--- config.mk ---
export PLATFORM = sky130hd
export DESIGN_NAME = binary_to_decimal_ascii_unit
export DESIGN_NICKNAME = d
export VERILOG_FILES = /design/src/hdl/bda_pkg.sv /design/src/hdl/binary_to_decimal_ascii_unit.sv
export VERILOG_INCLUDE_DIRS = /design/src /design/src/hdl
export SDC_FILE = /design/constraint.sdc
export NUM_CORES = 1
export LEC_CHECK = 0
export BUFFER_PORTS_ARGS = -buffer_cell sky130_fd_sc_hd__buf_4
export CAP_MARGIN = 20
export CORE_MARGIN = 2
export CORE_UTILIZATION = 44
export CTS_CLUSTER_SIZE = 12
export DETAILED_ROUTE_END_ITERATION = 8
export PLACE_DENSITY_LB_ADDON = 0.05
export SETUP_SLACK_MARGIN = 0.3
export SKIP_CTS_REPAIR_TIMING = 1
export SKIP_LAST_GASP = 1
export SLEW_MARGIN = 20
export SYNTH_ARGS = -nofsm -noshare
export SYNTH_HDL_FRONTEND = slang
export SYNTH_SLANG_ARGS = --single-unit
export TNS_END_PERCENT = 5
--- constraint.sdc ---
create_clock -name aclk -period 6 [get_ports aclk]
set_input_delay 0.6 -clock aclk [delete_from_list [all_inputs] [get_ports aclk]]
set_output_delay 0.6 -clock aclk [all_outputs]
set_load 0.02 [all_outputs]
--- src/hdl/binary_to_decimal_ascii_unit_defines.svh ---
// ----------------------------------------------------------------------------
// Binary to decimal ASCII unit: assertion macros
// Concurrent checks clocked on aclk and held off while aresetn is low.
// ----------------------------------------------------------------------------
`ifndef BINARY_TO_DECIMAL_ASCII_UNIT_DEFINES_SVH
`define BINARY_TO_DECIMAL_ASCII_UNIT_DEFINES_SVH

`ifndef SYNTHESIS

// Same-cycle implication.
`define BDA_ASSERT_IMP(lbl, ante, cons) \
    lbl: assert property (@(posedge aclk) disable iff (!aresetn) (ante) |-> (cons)) \
        else $error("assertion failed: same-cycle implication");

// Next-cycle implication.
`define BDA_ASSERT_NXT(lbl, ante, cons) \
    lbl: assert property (@(posedge aclk) disable iff (!aresetn) (ante) |=> (cons)) \
        else $error("assertion failed: next-cycle implication");

`else

`define BDA_ASSERT_IMP(lbl, ante, cons)
`define BDA_ASSERT_NXT(lbl, ante, cons)

`endif

`endif

--- src/hdl/bda_pkg.sv ---
// ----------------------------------------------------------------------------
// Binary to decimal ASCII package
// Widths, pipeline sizing and the shift-add-3 step used by the converter.
// ----------------------------------------------------------------------------
package bda_pkg;

    localparam int NumW      = 32;
    localparam int NumDigits = 10;
    localparam int BcdW      = 4 * NumDigits;
    localparam int WorkW     = BcdW + NumW;
    localparam int ItersPerStg = 4;
    localparam int NumStg    = NumW / ItersPerStg;
    localparam int CharW     = 6;
    localparam int CntW      = 4;

    // Upper two bits of ASCII '0' .. '9'; the low nibble is the digit itself.
    localparam logic [1:0] AsciiDigitHi = 2'b11;

    typedef logic [WorkW-1:0] work_t;
    typedef logic [BcdW-1:0]  bcd_t;
    typedef logic [CntW-1:0]  cnt_t;

    // Four double-dabble iterations: correct each BCD nibble, then shift left.
    function automatic work_t dabble_step(input work_t st);
        work_t w;
        w = st;
        for (int it = 0; it < ItersPerStg; it++) begin
            for (int d = 0; d < NumDigits; d++) begin
                if (w[NumW + 4*d +: 4] >= 4'd5) begin
                    w[NumW + 4*d +: 4] = w[NumW + 4*d +: 4] + 4'd3;
                end
            end
            w = {w[WorkW-2:0], 1'b0};
        end
        return w;
    endfunction

endpackage

--- src/hdl/binary_to_decimal_ascii_unit.sv ---
// ----------------------------------------------------------------------------
// Binary to decimal ASCII unit
// Converts unsigned 32-bit values to decimal ASCII digits, MSD first.
// ----------------------------------------------------------------------------
// Usage:
//   s_valid/s_ready/s_number take one request per value. m_valid/m_ready
//   with m_digit_char and m_last_digit return one digit per beat, most
//   significant first, leading zeros dropped; zero gives a single '0'.
//   m_last_digit marks the final digit of each value.
// Path: a taken request passes through eight shift-add-3 stages of four
//   iterations each, one digit alignment stage, then the output register,
//   before the first digit of its value appears.
// Throughput: the pipeline takes a request every cycle while it has room;
//   the digit emitter sends one digit per cycle while m_ready is high; a
//   value has 1 to 10 digits, and values follow back to back.
// Reset: aresetn low clears all valid bits; pending values are dropped.
// Stall: while m_ready is low the current digit holds, the stages fill up,
//   and s_ready falls once every stage holds a value.
// ----------------------------------------------------------------------------
`include "binary_to_decimal_ascii_unit_defines.svh"

module binary_to_decimal_ascii_unit (
    input  logic                          aclk,
    input  logic                          aresetn,
    input  logic                          s_valid,
    output logic                          s_ready,
    input  logic [bda_pkg::NumW-1:0]      s_number,
    output logic                          m_valid,
    input  logic                          m_ready,
    output logic [bda_pkg::CharW-1:0]     m_digit_char,
    output logic                          m_last_digit
);

    // Conversion stages
    bda_pkg::work_t               stg_data_reg [bda_pkg::NumStg];
    logic [bda_pkg::NumStg-1:0]   stg_valid_reg;
    logic [bda_pkg::NumStg:0]     stg_open;

    // Alignment stage
    logic                         al_valid_reg;
    bda_pkg::bcd_t                al_bcd_reg;
    bda_pkg::cnt_t                al_ndig_reg;
    logic                         al_take;
    bda_pkg::cnt_t                al_ndig_next;
    bda_pkg::bcd_t                al_bcd_next;
    logic [5:0]                   al_shamt;
    bda_pkg::bcd_t                stg_bcd;

    // Digit emitter
    logic                         em_valid_reg;
    bda_pkg::bcd_t                em_bcd_reg;
    bda_pkg::cnt_t                em_cnt_reg;
    logic                         em_load;
    logic                         em_fire;

    assign em_fire = em_valid_reg && m_ready;
    assign em_load = al_valid_reg &&
                     (!em_valid_reg || (m_ready && em_cnt_reg == bda_pkg::cnt_t'(1)));
    assign al_take = !al_valid_reg || em_load;

    // A stage may take new data when empty or when its contents move on.
    always_comb begin
        stg_open[bda_pkg::NumStg] = al_take;
        for (int k = bda_pkg::NumStg - 1; k >= 0; k--) begin
            stg_open[k] = !stg_valid_reg[k] || stg_open[k+1];
        end
    end

    assign s_ready = stg_open[0];

    always_ff @(posedge aclk) begin
        if (!aresetn) begin
            stg_valid_reg <= '0;
        end else begin
            if (stg_open[0]) begin
                stg_valid_reg[0] <= s_valid;
            end
            for (int k = 1; k < bda_pkg::NumStg; k++) begin
                if (stg_open[k]) begin
                    stg_valid_reg[k] <= stg_valid_reg[k-1];
                end
            end
        end
    end

    always_ff @(posedge aclk) begin
        if (stg_open[0]) begin
            stg_data_reg[0] <= bda_pkg::dabble_step({{bda_pkg::BcdW{1'b0}}, s_number});
        end
        for (int k = 1; k < bda_pkg::NumStg; k++) begin
            if (stg_open[k]) begin
                stg_data_reg[k] <= bda_pkg::dabble_step(stg_data_reg[k-1]);
            end
        end
    end

    // Count significant digits and move the leading one to the top nibble.
    assign stg_bcd = stg_data_reg[bda_pkg::NumStg-1][bda_pkg::WorkW-1:bda_pkg::NumW];

    always_comb begin
        al_ndig_next = bda_pkg::cnt_t'(1);
        for (int d = 0; d < bda_pkg::NumDigits; d++) begin
            if (stg_bcd[4*d +: 4] != 4'd0) begin
                al_ndig_next = bda_pkg::cnt_t'(d + 1);
            end
        end
        al_shamt    = {bda_pkg::cnt_t'(bda_pkg::NumDigits) - al_ndig_next, 2'b00};
        al_bcd_next = stg_bcd << al_shamt;
    end

    always_ff @(posedge aclk) begin
        if (!aresetn) begin
            al_valid_reg <= 1'b0;
        end else if (al_take) begin
            al_valid_reg <= stg_valid_reg[bda_pkg::NumStg-1];
        end
    end

    always_ff @(posedge aclk) begin
        if (al_take) begin
            al_bcd_reg  <= al_bcd_next;
            al_ndig_reg <= al_ndig_next;
        end
    end

    // Emit the top nibble, then shift the next digit up.
    always_ff @(posedge aclk) begin
        if (!aresetn) begin
            em_valid_reg <= 1'b0;
        end else if (em_load) begin
            em_valid_reg <= 1'b1;
        end else if (em_fire && em_cnt_reg == bda_pkg::cnt_t'(1)) begin
            em_valid_reg <= 1'b0;
        end
    end

    always_ff @(posedge aclk) begin
        if (em_load) begin
            em_bcd_reg <= al_bcd_reg;
            em_cnt_reg <= al_ndig_reg;
        end else if (em_fire) begin
            em_bcd_reg <= {em_bcd_reg[bda_pkg::BcdW-5:0], 4'd0};
            em_cnt_reg <= em_cnt_reg - bda_pkg::cnt_t'(1);
        end
    end

    assign m_valid      = em_valid_reg;
    assign m_digit_char = {bda_pkg::AsciiDigitHi, em_bcd_reg[bda_pkg::BcdW-1 -: 4]};
    assign m_last_digit = (em_cnt_reg == bda_pkg::cnt_t'(1));

    `BDA_ASSERT_IMP(a_cnt_range, em_valid_reg, (em_cnt_reg != 4'd0) && (em_cnt_reg <= 4'd10))
    `BDA_ASSERT_IMP(a_digit_range, m_valid, m_digit_char[3:0] <= 4'd9)
    `BDA_ASSERT_NXT(a_no_lead_zero, em_load, (m_digit_char[3:0] != 4'd0) || m_last_digit)
    `BDA_ASSERT_IMP(a_ready_empty, !stg_valid_reg[0], s_ready)

endmodule

==> results of run 1 <==
area by class of cell:
| type | count | area [um^2] |
|---|---|---|
| Fill cell | 6575 | 36300 |
| Multi-Input combinational cell | 2687 | 18200 |
| Sequential cell | 395 | 11800 |
| Clock buffer | 61 | 1250 |
| Tap cell | 940 | 1180 |
| Inverter | 182 | 683 |
| Timing Repair Buffer | 62 | 465 |
| Clock inverter | 26 | 215 |
stage by stage:
step	instance area (um^2)	worst slack, ns	instances
2_1_floorplan	31100	1.27	3388
5_1_grt	33700	0.611	4353
6_report	33700	1.18	4353
4_1_cts	33700	1.22	4352
3_5_place_dp	32200	1.25	4265
3_3_place_gp	32200	1.42	4265
synthesized netlist by cell type (18+ instances only):
| cell type | count | share of area (%) |
|---|---|---|
| o22ai_1 | 43 | 0.87 |
| a21boi_0 | 20 | 0.48 |
| nor2_1 | 273 | 3.3 |
| a21o_1 | 28 | 0.68 |
| nand2b_1 | 78 | 1.6 |
| and3_1 | 18 | 0.36 |
| o21a_1 | 43 | 1.0 |
| a211oi_1 | 37 | 0.89 |
| o21ai_1 | 32 | 0.52 |
| inv_1 | 172 | 2.1 |
| nand3_1 | 60 | 0.97 |
| a22o_1 | 29 | 0.82 |
| a31oi_1 | 71 | 1.4 |
| nor3b_1 | 48 | 1.2 |
| and2_1 | 32 | 0.64 |
| nor4_1 | 20 | 0.40 |
| nand2_1 | 263 | 3.2 |
| clkbuf_1 | 97 | 1.2 |
| a22oi_1 | 33 | 0.80 |
| mux2_2 | 101 | 3.7 |
| nor2b_1 | 41 | 0.83 |
| o211ai_1 | 26 | 0.63 |
| o21ai_0 | 272 | 4.4 |
| nor3_1 | 73 | 1.2 |
| mux2i_1 | 129 | 4.2 |
| edfxtp_1 | 385 | 37 |
| o21bai_1 | 19 | 0.46 |
| xnor2_1 | 118 | 3.3 |
| a21oi_1 | 291 | 4.7 |
| o31ai_1 | 24 | 0.58 |
| a21oi_2 | 21 | 0.59 |
| xor2_1 | 29 | 0.82 |
| ha_1 | 142 | 5.7 |
cell families (layout without fill, tap and decap cells):
family	count (synthesis)	after routing
other	1	2
buffers and inverters	306	331
AOI/OAI and AO/OA	1179	1179
muxes	235	235
adders and majority gates	151	151
DFF	395	395
and+or+nand+nor	962	962
xor gates and xnor gates	158	158
routing by layer:
metal | wire, um | track usage (%)
met1 | 30400 | 22.8
met2 | 33000 | 31.6
met3 | 2130 | 1.99
met4 | 1530 | 5.07
met5 | 0 | 0
final timing paths:
| path | from | end | depth (start not counted) |
|---|---|---|---|
| max | stg_data_reg[1][176] | stg_data_reg[1][248] | 14 |
| min | s_number[7] | stg_data_reg[0][7] | 1 |
| max reg2reg | stg_data_reg[1][176] | stg_data_reg[1][248] | 14 |
| min reg2reg | stg_data_reg[0][159] | stg_data_reg[0][231] | 0 |
critical path, stage by stage (launching register included):
cell and delay [ns]:
edfxtp_1 0.47, inv_1 0.14, ha_1 0.23, nand2b_1 0.11
a21oi_2 0.28, mux2i_1 0.41, nand2_1 0.11, a31oi_1 0.70
clkinv_1 0.45, ha_1 0.35, a221oi_1 0.63, nor2_1 0.12
a41oi_1 0.25, o211ai_1 0.12, nor3_1 0.26
==> results.json, run 1 <==
{
  "outcome": "completed",
  "finalHoldWorstSlack_ns": 0.190,
  "rrSetupSlack_ns": 1.18,
  "synthXorXnorAreaFrac_pct": 4.72,
  "insertion_delay_ns": 0.58,
  "antenna_found_initial": 0,
  "rsz0062_at_grt": "false",
  "postRouteAntennaNets": 0,
  "synthAdderAreaFrac_pct": 6.01,
  "period_minus_slack_ns": 4.82,
  "synth_ff_type": "edfxtp_1",
  "n_antenna_cell": 0,
  "slew_headroom_pct": 34.2,
  "max_cap_violations": 0,
  "area.growth.synth_to_final_pct": 8.50,
  "ys_seq_area_share_pct": 37.9,
  "wl_um": 67100,
  "grt_pass1_vias": 23700,
  "tightestPinTransition_ns": 0.979,
  "path_clk_slew_ns": 0.06,
  "synthArstFlopShare_pct": 0,
  "fin_crit_sh_pct": 80.3,
  "mostFrequentLayoutCells": "edfxtp_1, a21oi_1, nor2_1",
  "yosysWarnings": 0,
  "hp-class": "in2reg",
  "final_nets": 3553,
  "finalClockSkew_ns": 0.0168,
  "fin_setup_tns_ns": 0,
  "ios": 45,
  "ys_types": 100,
  "tritoncts": "done",
  "cts.sinks": 395,
  "finalMaxSlewViolations": 0,
  "clockRootBuffer": "clkbuf_16",
  "synth.area.mux_share_pct": 8.03,
  "cts.path.max_buffers": 3,
  "grt_use_total_pct": 17.8,
  "crit_arrival_ns": 5.21,
  "grt_max_degree": 49,
  "avgSynthCellArea_um2": 9.17,
  "grt_pass1_wl_um": 112000,
  "required_ns": 6.39,
  "vias": 25300,
  "finalSetupViolCount": 0,
  "drc": 0,
  "fp.dieH_um": 270,
  "cts_made_buffers": 47,
  "synth_area_um2": 31100,
  "die_w_um": 270,
  "crit_path_max_fanout": 11,
  "grt-ovfl-total": 0,
  "final_util_pct": 48.1,
  "dp_hpwl_um": 48800,
  "final_common_cell": "edfxtp_1",
  "post_drt_wl_per_cell_um": 15.4,
  "start_util_pct": 44.4,
  "synth-edff-count": 385,
  "place_congestion": 0.834,
  "ys_ff_latch": 395,
  "die_area_um2": 72800,
  "synthSimpleGateAreaFrac_pct": 14.9,
  "dr.pass1.iters": 6,
  "port_buffers": 42,
  "crit_type": "reg2reg",
  "syn_inst": 3387,
  "fmax_mhz": 207,
  "crit_path_end_kind": "flip-flop",
  "synth_compound_area_share_pct": 24.6,
  "rows": 97,
  "hold_viol": 0,
  "htreeDepth": 2,
  "largest_reg_flops": 297,
  "synth_top_family_by_area": "compound AO/OA/AOI/OAI gates",
  "drtIter0Drc": 1586,
  "coreArea_um2": 70000,
  "cp-start-kind": "flip-flop",
  "drive_gt1_share_pct": 9.29,
  "via_per_inst": 5.80
}
Power of run 1 is not shown: default switching activity piles up to over one toggle a cycle in this logic, so the estimate is an artifact.
==> run 2: changes to the inputs <==
clock period = 4.3 ns   (was 6 ns; I/O delays follow)
==> run 2 against run 1 <==
Non-clock buffer count up 48. Critical path type unchanged. Clock-buffer cell count shrank 2. First-iteration DRC count down 5.2%. Die area unchanged. Hold slack got worse by 0.17 ns. Maximum frequency rose by 23%. Global-route usage rose by 0.31 points. Routed wire length grew 1.3%.
==> results.json, run 2 (synthesis gave the netlist of run 1 again) <==
{
  "postRouteAntennaNets": 0,
  "grt-ovfl-total": 0,
  "fin_crit_sh_pct": 91.2,
  "final_common_cell": "edfxtp_1",
  "required_ns": 4.62,
  "crit_arrival_ns": 4.25,
  "vias": 25400,
  "drive_gt1_share_pct": 10.8,
  "area.growth.synth_to_final_pct": 10.2,
  "drc": 0,
  "mostFrequentLayoutCells": "edfxtp_1, a21oi_1, nor2_1",
  "hp-class": "in2reg",
  "via_per_inst": 5.77,
  "grt_pass1_vias": 23900,
  "cp-start-kind": "flip-flop",
  "cts.sinks": 395,
  "ios": 45,
  "hold_viol": 0,
  "start_util_pct": 44.4,
  "htreeDepth": 2,
  "rsz0062_at_grt": "true",
  "fillCellCount": 6503,
  "rows": 97,
  "slew_headroom_pct": 33.0,
  "tritoncts": "done",
  "max_cap_violations": 0,
  "wl_um": 67900,
  "largest_reg_flops": 297,
  "antenna_found_initial": 0,
  "crit_path_end_kind": "flip-flop",
  "port_buffers": 42,
  "finalSetupViolCount": 0,
  "die_w_um": 270,
  "period_minus_slack_ns": 3.92,
  "fin_setup_tns_ns": 0,
  "dp_hpwl_um": 49100,
  "dr.pass1.iters": 5,
  "crit_type": "reg2reg",
  "die_area_um2": 72800,
  "grt_pass1_wl_um": 114000,
  "fp.dieH_um": 270,
  "path_clk_slew_ns": 0.06,
  "finalClockSkew_ns": 0.0203,
  "finalMaxSlewViolations": 0,
  "cts.path.max_buffers": 3,
  "n_antenna_cell": 0,
  "outcome": "completed",
  "grt_use_total_pct": 18.1,
  "drtIter0Drc": 1504,
  "final_nets": 3600,
  "post_drt_wl_per_cell_um": 15.5,
  "coreArea_um2": 70000,
  "tightestPinTransition_ns": 1.01,
  "crit_path_max_fanout": 12,
  "fmax_mhz": 255,
  "cts_made_buffers": 46,
  "place_congestion": 0.786,
  "clockRootBuffer": "clkbuf_16",
  "grt_max_degree": 46,
  "insertion_delay_ns": 0.59,
  "rrSetupSlack_ns": 0.38
}
run 2: critical path, cell delays in order (launching register included):
cell      delay (ns)
edfxtp_1        0.44
inv_1           0.13
ha_1            0.24
nand2b_1        0.10
a21oi_2         0.19
mux2_2          0.45
a21oi_2         0.28
xor2_2          0.28
inv_2           0.09
ha_1            0.21
maj3_1          0.34
a221oi_1        0.26
mux2i_1         0.20
a21oi_2         0.21
nor2_1          0.08
xor2_1          0.16
run 2: cell type report:
cell class	instances	area, um^2	area share, %
Clock inverter	22	244	0.713
Clock buffer	59	1240	3.63
Tap cell	940	1180	3.44
Inverter	182	686	2.00
Timing Repair Buffer	110	866	2.53
Sequential cell	395	11800	34.4
Multi-Input combinational cell	2687	18300	53.3
run 2: worst paths after layout:
path | from | to | cells past startpoint
max | stg_data_reg[1][180] | stg_data_reg[1][256] | 15
min | s_number[21] | stg_data_reg[0][21] | 1
max reg2reg | stg_data_reg[1][180] | stg_data_reg[1][256] | 15
min reg2reg | stg_data_reg[0][85] | stg_data_reg[0][157] | 0
run 2: through the flow:
step / utilization (%) / setup WS, ns / std cells / area (um^2) / hold WS, ns
6_report: 48.9 / 0.378 / 4395 / 34200 / 0.0222
3_5_place_dp: 46.4 / 0.207 / 4297 / 32500 / 0.405
4_1_cts: 48.5 / 0.200 / 4378 / 34000 / -0.0281
3_3_place_gp: 46.4 / 0.337 / 4297 / 32500 / 0.402
5_1_grt: 48.9 / 0.128 / 4395 / 34200 / 0.000689
2_1_floorplan: - / 0.342 / 3388 / 31100 / 0.400
run 2: routing by layer:
layer | share of wire, % | vias to the layer above | GRT usage [%] | wire, um
met4 | 2.0 | 0 | 4.50 | 1370
met2 | 49 | 411 | 32.2 | 33600
met3 | 2.9 | 82 | 1.93 | 1990
li1 | - | 12900 | - | -
met1 | 46 | 12000 | 23.4 | 31000
met5 | 0 | - | 0 | 0
Power of run 2 is left out for the same reason.
